==> src/rtl/swsk_pkg.sv <==
// Shared types and constants for the sliding-window stochastic %K unit.
// Used by the controller, datapath, top level and checker; depends on nothing.
package swsk_pkg;

	localparam int WINDOW_MAX_DEF = 64;
	localparam int PRICE_BITS_DEF = 32;
	localparam int IN_W           = 32;
	localparam int CFG_W          = 7;
	localparam int K_W            = 15;
	localparam int K_SCALE        = 25600;
	localparam int WL_RESET       = 14;

	typedef enum logic [2:0] {
		ST_IDLE,
		ST_SCAN,
		ST_DRAIN,
		ST_PREP,
		ST_MUL,
		ST_DIVIDE,
		ST_DONE
	} state_t;

	typedef struct packed {
		logic accept;
		logic cfg_wr;
		logic issue;
		logic prep;
		logic mul;
		logic step;
		logic load;
	} cmd_t;

	typedef struct packed {
		logic warm;
		logic one;
		logic scan_last;
		logic flat;
		logic div_last;
		logic out_free;
	} sts_t;

endpackage

==> src/rtl/swsk_ram.sv <==
// Generic single-write, single-read RAM with registered read data.
// Holds the price window; depends on nothing.
module swsk_ram #(
	parameter int WIDTH = 32,
	parameter int DEPTH = 64
) (
	input  logic                     clk,
	input  logic                     wr_en,
	input  logic [$clog2(DEPTH)-1:0] wr_addr,
	input  logic [WIDTH-1:0]         wr_data,
	input  logic [$clog2(DEPTH)-1:0] rd_addr,
	output logic [WIDTH-1:0]         rd_data
);

	logic [WIDTH-1:0] mem [DEPTH];

	always_ff @(posedge clk) begin
		if (wr_en) begin
			mem[wr_addr] <= wr_data;
		end
		rd_data <= mem[rd_addr];
	end

endmodule

==> src/rtl/swsk_ctrl.sv <==
// Controller state machine for the stochastic %K unit.
// Depends on swsk_pkg for the state, command and status types.
module swsk_ctrl (
	input  logic          clk,
	input  logic          arst_n,
	input  logic          in_valid,
	input  logic          cfg_valid,
	input  swsk_pkg::sts_t sts,
	output logic          in_ready,
	output logic          cfg_ready,
	output swsk_pkg::cmd_t cmd
);

	swsk_pkg::state_t state_q;
	swsk_pkg::state_t state_nx;

	always_ff @(posedge clk or negedge arst_n) begin
		if (!arst_n) begin
			state_q <= swsk_pkg::ST_IDLE;
		end else begin
			state_q <= state_nx;
		end
	end

	always_comb begin
		state_nx = state_q;
		unique case (state_q)
			swsk_pkg::ST_IDLE: begin
				if (in_valid) begin
					if (sts.warm) begin
						state_nx = swsk_pkg::ST_DONE;
					end else if (sts.one) begin
						state_nx = swsk_pkg::ST_PREP;
					end else begin
						state_nx = swsk_pkg::ST_SCAN;
					end
				end
			end
			swsk_pkg::ST_SCAN: begin
				if (sts.scan_last) begin
					state_nx = swsk_pkg::ST_DRAIN;
				end
			end
			swsk_pkg::ST_DRAIN:  state_nx = swsk_pkg::ST_PREP;
			swsk_pkg::ST_PREP: begin
				state_nx = sts.flat ? swsk_pkg::ST_DONE : swsk_pkg::ST_MUL;
			end
			swsk_pkg::ST_MUL:    state_nx = swsk_pkg::ST_DIVIDE;
			swsk_pkg::ST_DIVIDE: begin
				if (sts.div_last) begin
					state_nx = swsk_pkg::ST_DONE;
				end
			end
			swsk_pkg::ST_DONE: begin
				if (sts.out_free) begin
					state_nx = swsk_pkg::ST_IDLE;
				end
			end
			default: state_nx = swsk_pkg::ST_IDLE;
		endcase
	end

	always_comb begin
		in_ready   = (state_q == swsk_pkg::ST_IDLE);
		cfg_ready  = (state_q == swsk_pkg::ST_IDLE);
		cmd.accept = in_ready && in_valid;
		cmd.cfg_wr = cfg_ready && cfg_valid;
		cmd.issue  = (state_q == swsk_pkg::ST_SCAN);
		cmd.prep   = (state_q == swsk_pkg::ST_PREP);
		cmd.mul    = (state_q == swsk_pkg::ST_MUL);
		cmd.step   = (state_q == swsk_pkg::ST_DIVIDE);
		cmd.load   = (state_q == swsk_pkg::ST_DONE) && sts.out_free;
	end

endmodule

==> src/rtl/swsk_datapath.sv <==
// Datapath: window store, min/max scan, scaling multiply, restoring divide
// and output register. Depends on swsk_pkg and swsk_ram.
module swsk_datapath #(
	parameter int WINDOW_MAX = swsk_pkg::WINDOW_MAX_DEF,
	parameter int PRICE_BITS = swsk_pkg::PRICE_BITS_DEF
) (
	input  logic                        clk,
	input  logic                        arst_n,
	input  swsk_pkg::cmd_t              cmd,
	output swsk_pkg::sts_t              sts,
	input  logic [swsk_pkg::IN_W-1:0]   close_price,
	input  logic [swsk_pkg::CFG_W-1:0]  window_length,
	input  logic                        out_ready,
	output logic                        out_valid,
	output logic [swsk_pkg::K_W-1:0]    percent_k,
	output logic                        warming_up,
	output logic                        flat_window
);

	localparam int AW    = $clog2(WINDOW_MAX);
	localparam int CW    = swsk_pkg::CFG_W;
	localparam int KW    = swsk_pkg::K_W;
	localparam int NW    = PRICE_BITS + KW;
	localparam int DCW   = $clog2(KW + 1);
	localparam logic [CW-1:0] N_MAX = (WINDOW_MAX > 127) ? CW'(127) : CW'(WINDOW_MAX);

	logic [CW-1:0]         wl_q;
	logic [CW-1:0]         seen_q;
	logic [AW-1:0]         slot_q;
	logic [AW-1:0]         rd_addr_q;
	logic [CW-1:0]         cnt_q;
	logic                  rd_valid_s1;
	logic [PRICE_BITS-1:0] rd_data;
	logic [PRICE_BITS-1:0] close_q;
	logic [PRICE_BITS-1:0] lo_q;
	logic [PRICE_BITS-1:0] hi_q;
	logic [PRICE_BITS-1:0] diff_q;
	logic [PRICE_BITS-1:0] den_q;
	logic [PRICE_BITS-1:0] rem_q;
	logic [KW-1:0]         low_q;
	logic [KW-1:0]         quo_q;
	logic [DCW-1:0]        div_cnt_q;
	logic                  warm_q;
	logic                  flat_q;
	logic                  out_valid_q;
	logic [KW-1:0]         k_q;
	logic                  warming_q;
	logic                  flatw_q;

	logic [PRICE_BITS-1:0] close_ext;
	logic [CW-1:0]         n;
	logic [CW-1:0]         seen_nx;
	logic [NW-1:0]         prod;
	logic [PRICE_BITS:0]   trial;
	logic                  qbit;

	assign close_ext = PRICE_BITS'(close_price);

	always_comb begin
		if (wl_q == '0) begin
			n = CW'(1);
		end else if (32'(wl_q) > 32'(WINDOW_MAX)) begin
			n = N_MAX;
		end else begin
			n = wl_q;
		end
		seen_nx = (seen_q < n) ? seen_q + 1'b1 : n;
	end

	assign prod  = NW'(diff_q) * NW'(swsk_pkg::K_SCALE);
	assign trial = {rem_q, low_q[KW-1]};
	assign qbit  = (trial >= {1'b0, den_q});

	assign sts.warm      = (seen_nx < n);
	assign sts.one       = (n == CW'(1));
	assign sts.scan_last = (cnt_q == CW'(1));
	assign sts.flat      = (hi_q == lo_q);
	assign sts.div_last  = (div_cnt_q == DCW'(1));
	assign sts.out_free  = !out_valid_q || out_ready;

	swsk_ram #(
		.WIDTH(PRICE_BITS),
		.DEPTH(WINDOW_MAX)
	) u_window (
		.clk    (clk),
		.wr_en  (cmd.accept),
		.wr_addr(slot_q),
		.wr_data(close_ext),
		.rd_addr(rd_addr_q),
		.rd_data(rd_data)
	);

	always_ff @(posedge clk or negedge arst_n) begin
		if (!arst_n) begin
			wl_q        <= CW'(swsk_pkg::WL_RESET);
			seen_q      <= '0;
			slot_q      <= '0;
			rd_valid_s1 <= 1'b0;
			out_valid_q <= 1'b0;
		end else begin
			rd_valid_s1 <= cmd.issue;
			if (cmd.cfg_wr) begin
				wl_q   <= window_length;
				seen_q <= '0;
			end else if (cmd.accept) begin
				seen_q <= seen_nx;
			end
			if (cmd.accept) begin
				slot_q <= (slot_q == AW'(WINDOW_MAX - 1)) ? '0 : slot_q + 1'b1;
			end
			if (cmd.load) begin
				out_valid_q <= 1'b1;
			end else if (out_ready) begin
				out_valid_q <= 1'b0;
			end
		end
	end

	always_ff @(posedge clk) begin
		if (cmd.accept) begin
			close_q   <= close_ext;
			lo_q      <= close_ext;
			hi_q      <= close_ext;
			warm_q    <= sts.warm;
			cnt_q     <= n - 1'b1;
			rd_addr_q <= (slot_q == '0) ? AW'(WINDOW_MAX - 1) : slot_q - 1'b1;
		end
		if (cmd.issue) begin
			cnt_q     <= cnt_q - 1'b1;
			rd_addr_q <= (rd_addr_q == '0) ? AW'(WINDOW_MAX - 1) : rd_addr_q - 1'b1;
		end
		if (rd_valid_s1) begin
			if (rd_data < lo_q) begin
				lo_q <= rd_data;
			end
			if (rd_data > hi_q) begin
				hi_q <= rd_data;
			end
		end
		if (cmd.prep) begin
			diff_q <= close_q - lo_q;
			den_q  <= hi_q - lo_q;
			flat_q <= (hi_q == lo_q);
		end
		if (cmd.mul) begin
			rem_q     <= prod[NW-1:KW];
			low_q     <= prod[KW-1:0];
			div_cnt_q <= DCW'(KW);
		end
		if (cmd.step) begin
			rem_q     <= qbit ? PRICE_BITS'(trial - {1'b0, den_q}) : trial[PRICE_BITS-1:0];
			low_q     <= {low_q[KW-2:0], 1'b0};
			quo_q     <= {quo_q[KW-2:0], qbit};
			div_cnt_q <= div_cnt_q - 1'b1;
		end
		if (cmd.load) begin
			k_q       <= (warm_q || flat_q) ? '0 : quo_q;
			warming_q <= warm_q;
			flatw_q   <= !warm_q && flat_q;
		end
	end

	assign out_valid   = out_valid_q;
	assign percent_k   = k_q;
	assign warming_up  = warming_q;
	assign flat_window = flatw_q;

endmodule

==> src/rtl/sliding_window_stochastic_k_unit.sv <==
// Top level of the sliding-window stochastic %K unit.
// Depends on swsk_pkg, swsk_ctrl and swsk_datapath.
//
// channel  direction  handshake              payload
// in       input      in_valid / in_ready    close_price
// out      output     out_valid / out_ready  percent_k, warming_up, flat_window
// cfg      input      cfg_valid / cfg_ready  window_length
//
// One item at a time, for window length n. A warm-up item goes straight to the
// result and a window of length one through the prep step; otherwise n - 1 window
// reads through the single RAM read port and a drain, then a flat window goes to
// the result and any other through a multiply and a 15-step restoring divide.
// No clearing pass after reset; in_ready and cfg_ready are high only when idle.
// A new item is accepted while the previous result still waits on out_ready.
module sliding_window_stochastic_k_unit #(
	parameter int WINDOW_MAX = swsk_pkg::WINDOW_MAX_DEF,
	parameter int PRICE_BITS = swsk_pkg::PRICE_BITS_DEF
) (
	input  logic                       clk,
	input  logic                       arst_n,
	input  logic                       in_valid,
	output logic                       in_ready,
	input  logic [swsk_pkg::IN_W-1:0]  close_price,
	output logic                       out_valid,
	input  logic                       out_ready,
	output logic [swsk_pkg::K_W-1:0]   percent_k,
	output logic                       warming_up,
	output logic                       flat_window,
	input  logic                       cfg_valid,
	output logic                       cfg_ready,
	input  logic [swsk_pkg::CFG_W-1:0] window_length
);

	swsk_pkg::cmd_t cmd;
	swsk_pkg::sts_t sts;

	swsk_ctrl u_ctrl (
		.clk      (clk),
		.arst_n   (arst_n),
		.in_valid (in_valid),
		.cfg_valid(cfg_valid),
		.sts      (sts),
		.in_ready (in_ready),
		.cfg_ready(cfg_ready),
		.cmd      (cmd)
	);

	swsk_datapath #(
		.WINDOW_MAX(WINDOW_MAX),
		.PRICE_BITS(PRICE_BITS)
	) u_dp (
		.clk          (clk),
		.arst_n       (arst_n),
		.cmd          (cmd),
		.sts          (sts),
		.close_price  (close_price),
		.window_length(window_length),
		.out_ready    (out_ready),
		.out_valid    (out_valid),
		.percent_k    (percent_k),
		.warming_up   (warming_up),
		.flat_window  (flat_window)
	);

endmodule

==> config.mk <==
export PLATFORM = sky130hd
export DESIGN_NAME = sliding_window_stochastic_k_unit
export DESIGN_NICKNAME = d
export VERILOG_FILES = /design/src/rtl/swsk_pkg.sv /design/src/rtl/swsk_ram.sv /design/src/rtl/swsk_ctrl.sv /design/src/rtl/swsk_datapath.sv /design/src/rtl/sliding_window_stochastic_k_unit.sv
export SDC_FILE = /design/constraint.sdc
export NUM_CORES = 2
export LEC_CHECK = 0
export BUFFER_PORTS_ARGS = -buffer_cell sky130_fd_sc_hd__clkbuf_2
export CAP_MARGIN = 15
export CELL_PAD_IN_SITES_DETAIL_PLACEMENT = 0
export CELL_PAD_IN_SITES_GLOBAL_PLACEMENT = 1
export CORE_MARGIN = 2
export CORE_UTILIZATION = 50
export DETAILED_ROUTE_END_ITERATION = 16
export PLACE_DENSITY_LB_ADDON = 0.12
export SLEW_MARGIN = 40
export SYNTH_ARGS = -nofsm -noshare
export SYNTH_HDL_FRONTEND = slang
export SYNTH_SLANG_ARGS = --single-unit
==> constraint.sdc <==
create_clock -name clk -period 4.5 [get_ports clk]
set_clock_uncertainty 0.1 [all_clocks]
set_input_delay 0.9 -clock clk [delete_from_list [all_inputs] [get_ports clk]]
set_output_delay 0.9 -clock clk [all_outputs]
set_load 0.02 [all_outputs]
==> flow_metrics.tcl <==
set metrics [dict create \
    num_io_pins 64 \
    critPathMaxFanout 4 \
    grt_overflow 0 \
    maxSlewViolCount 0 \
    ant_nets 0 \
    path_class "flip-flop to flip-flop" \
    postLayoutCoreUtil 0.573 \
    powerDensity_nw_per_um2 391 \
    cts.sinks 2353 \
    core-area_um2 197000 \
    wl_um 253000 \
    antenna_found_initial 14 \
    crit_path_max_incr_delay_ns 0.47 \
    synth_fp_nets 5627 \
    place_congestion 0.854 \
    synth_top_area_frac 0.676 \
    setup_violations 0 \
    tightest_slew_ns 0.868 \
    endpoint_kind "flip-flop" \
    yosys_warnings 0 \
    vias 51000 \
    yosysMostFrequentCell "edfxtp_1" \
    synthDistinctLibCells 88 \
    grt_pass1_vias 51600 \
    startpoint_type "flip-flop" \
    synth_edf_count 2232 \
    dp_hpwl_um 156000 \
    fin_nets 5925 \
    vdd_drop_max_v 0.000381 \
    die_h_um 449 \
    routed_via_density 6.06 \
    crit_chain "ha_1 > ha_1 > inv_1 > fa_1 > inv_1 > ha_1 > a21o_1 > a41oi_1 > o21ai_0 > a21oi_2 > a21oi_4 > nor4b_1 > buf_4 > nor4_1 > buf_4 > o32ai_1 > xnor2_1 > mux2i_1" \
    synth_area_um2 99200 \
    clock.fmax_mhz 234 \
    fin_crit_ns 4.27 \
    synth_common_cells "edfxtp_1, mux4_2, ha_1, inv_1, nor2_1" \
    synthTopCellsByArea "edfxtp_1, mux4_2, ha_1" \
    start_util 0.503 \
    hold_class "input port to flip-flop" \
    ys_ff_latch 2353 \
    path_clk_slew_ns 0.06 \
    hold_viol 0 \
    cts_tree "done" \
    crit_slowest_cell "fa_1" \
    hold_ws_ns 0.143 \
    grt_use_total 0.252 \
    drtIter0Drc 5635 \
    power.leakage_nw 38.5 \
    root_buffer "clkbuf_16" \
    final_layout_size_suffix_gt1_frac 0.249 \
    cp_common_cell "ha_1" \
    syn_to_final_growth_pct 14.0 \
    max-clock-path-buffers 3 \
    outcome "complete, no violations" \
    clock_latency_ns 0.87 \
    grt_pass1_wl_um 367000 \
    fp-row-count 163 \
    grt_max_degree 130 \
    htreeDepth 4 \
    dieArea_um2 202000 \
    period_share 0.949 \
    synthCells 5272 \
    syn_area_per_cell_um2 18.8 \
    synth_area_leader_cell "edfxtp_1" \
    dr.pass1.iters 6 \
    arrival_ns 4.76 \
    seq_area_frac_synth 0.701 \
    drc 0 \
    cap_violations 0 \
    slew-limit-headroom 0.421 \
    portBuffers 63 \
    ys.flop_type "edfxtp_1" \
    die_w_um 449 \
    wire_per_inst_um 30.1 \
    numCtsBuffers 231 \
    ys_async_sr_fraction 0.0106 \
    cp.required_ns 4.99 \
]
final cells by class:
| type | instances | area (µm²) |
|---|---|---|
| Fill cell | 14800 | 84100 |
| Sequential cell | 2353 | 69600 |
| Multi-Input combinational cell | 2426 | 28300 |
| Clock buffer | 270 | 5990 |
| Tap cell | 2640 | 3300 |
| Timing Repair Buffer | 278 | 3040 |
| Clock inverter | 165 | 1860 |
| Inverter | 280 | 1060 |
| Antenna cell | 3 | 7.51 |
sequential cells by signal (all words and copies together), names as in the netlist, 32 cells and up:
name                   count
u_dp.rem_q                32
u_dp.close_q              32
u_dp.den_q                32
u_dp.lo_q                 32
u_dp.diff_q               32
u_dp.hi_q                 32
u_dp.u_window.mem       2048
u_dp.u_window.rd_data     32
critical path: cells and delay by family, from the launching register on:
kind | cells | cell delay (ns)
adders and majority gates | 4 | 1.36
AOI/OAI and AO/OA | 6 | 1.16
DFF | 1 | 0.42
buffers and inverters | 4 | 0.41
and+or+nand+nor | 2 | 0.35
xor gates and xnor gates | 1 | 0.16
muxes | 1 | 0.08
cell usage in the layout (no fill, tap or decap), drive strengths merged, types with 9 or more instances in the layout:
cell type,count
a211oi,15
a21o,78
a21oi,171
a22oi,10
a31oi,15
and2,22
and3,9
buf,218
bufinv,36
clkbuf,329
clkinv,109
clkinvlp,14
dfrtp,22
dfxtp,96
edfxtp,2232
fa,30
ha,281
inv,286
mux2,69
mux2i,98
mux4,621
nand2,161
nand2b,23
nand3,36
nand4,29
nor2,194
nor2b,23
nor3,40
o21a,30
o21ai,159
o221ai,35
o22ai,20
o31ai,12
or3,9
xnor2,81
xor2,51
per-layer routing:
metal,GRT usage,wire (µm)
met5,0,13
met1,0.358,107000
met4,0.0621,5680
met3,0.0372,16100
met2,0.413,124000
cell families (layout without fill, tap and decap cells):
kind of cell | Yosys count | after routing | synth area share
AOI/OAI and AO/OA | 612 | 612 | 0.0392
DFF | 2353 | 2353 | 0.701
other | 0 | 3 | 0
and+or+nand+nor | 583 | 583 | 0.0279
adders and majority gates | 311 | 311 | 0.0415
xor gates and xnor gates | 132 | 132 | 0.0117
buffers and inverters | 493 | 993 | 0.0196
muxes | 788 | 788 | 0.159
report_power, final:
group	switching, mW	total (mW)	internal [mW]
Clock	8.32	19.9	11.6
Combinational	0.326	0.364	0.0374
Sequential	0	23.9	23.9
Total	8.64	44.2	35.5
per-stage QoR:
step,cell area (µm²),total power [mW],setup TNS (ns),setup slack (ns),cells
global placement,105000,24.7,-0.0263,-0.0263,7971
floorplan,99200,24.4,-59.81,-0.239,5272
detailed placement,105000,24.7,-0.0659,-0.0587,7973
CTS,113000,44.5,0,0.0922,8409
finish,113000,44.2,0,0.231,8415
global route,113000,45.4,-0.0274,-0.0144,8414
repair_timing:
| action | CTS | global route |
|---|---|---|
| hold buffers | 1 | 0 |
| setup endpoints to repair | 2 | 8 |
| resized for setup | 4 | 6 |
| cloned | 0 | 0 |
| buffers inserted | 0 | 2 |
| hold endpoints to repair | 22 | 0 |
| pin swaps | 0 | 5 |
worst paths after layout:
kind / start / end / slack [ns] / depth (start not counted)
worst min register to register: u_dp.quo_q[5] / u_dp.quo_q[6] / 0.34 / 0
worst min-delay path: window_length[1] / u_dp.wl_q[1] / 0.14 / 3
worst max-delay path: u_dp.diff_q[10] / u_dp.rem_q[28] / 0.23 / 18
max in group asynchronous: arst_n / u_dp.wl_q[2] / 3.46 / 2
worst max register to register: u_dp.diff_q[10] / u_dp.rem_q[28] / 0.23 / 18
min in group asynchronous: arst_n / u_dp.seen_q[5] / 0.49 / 2
Note: power is estimated with default switching activity, not from simulation.
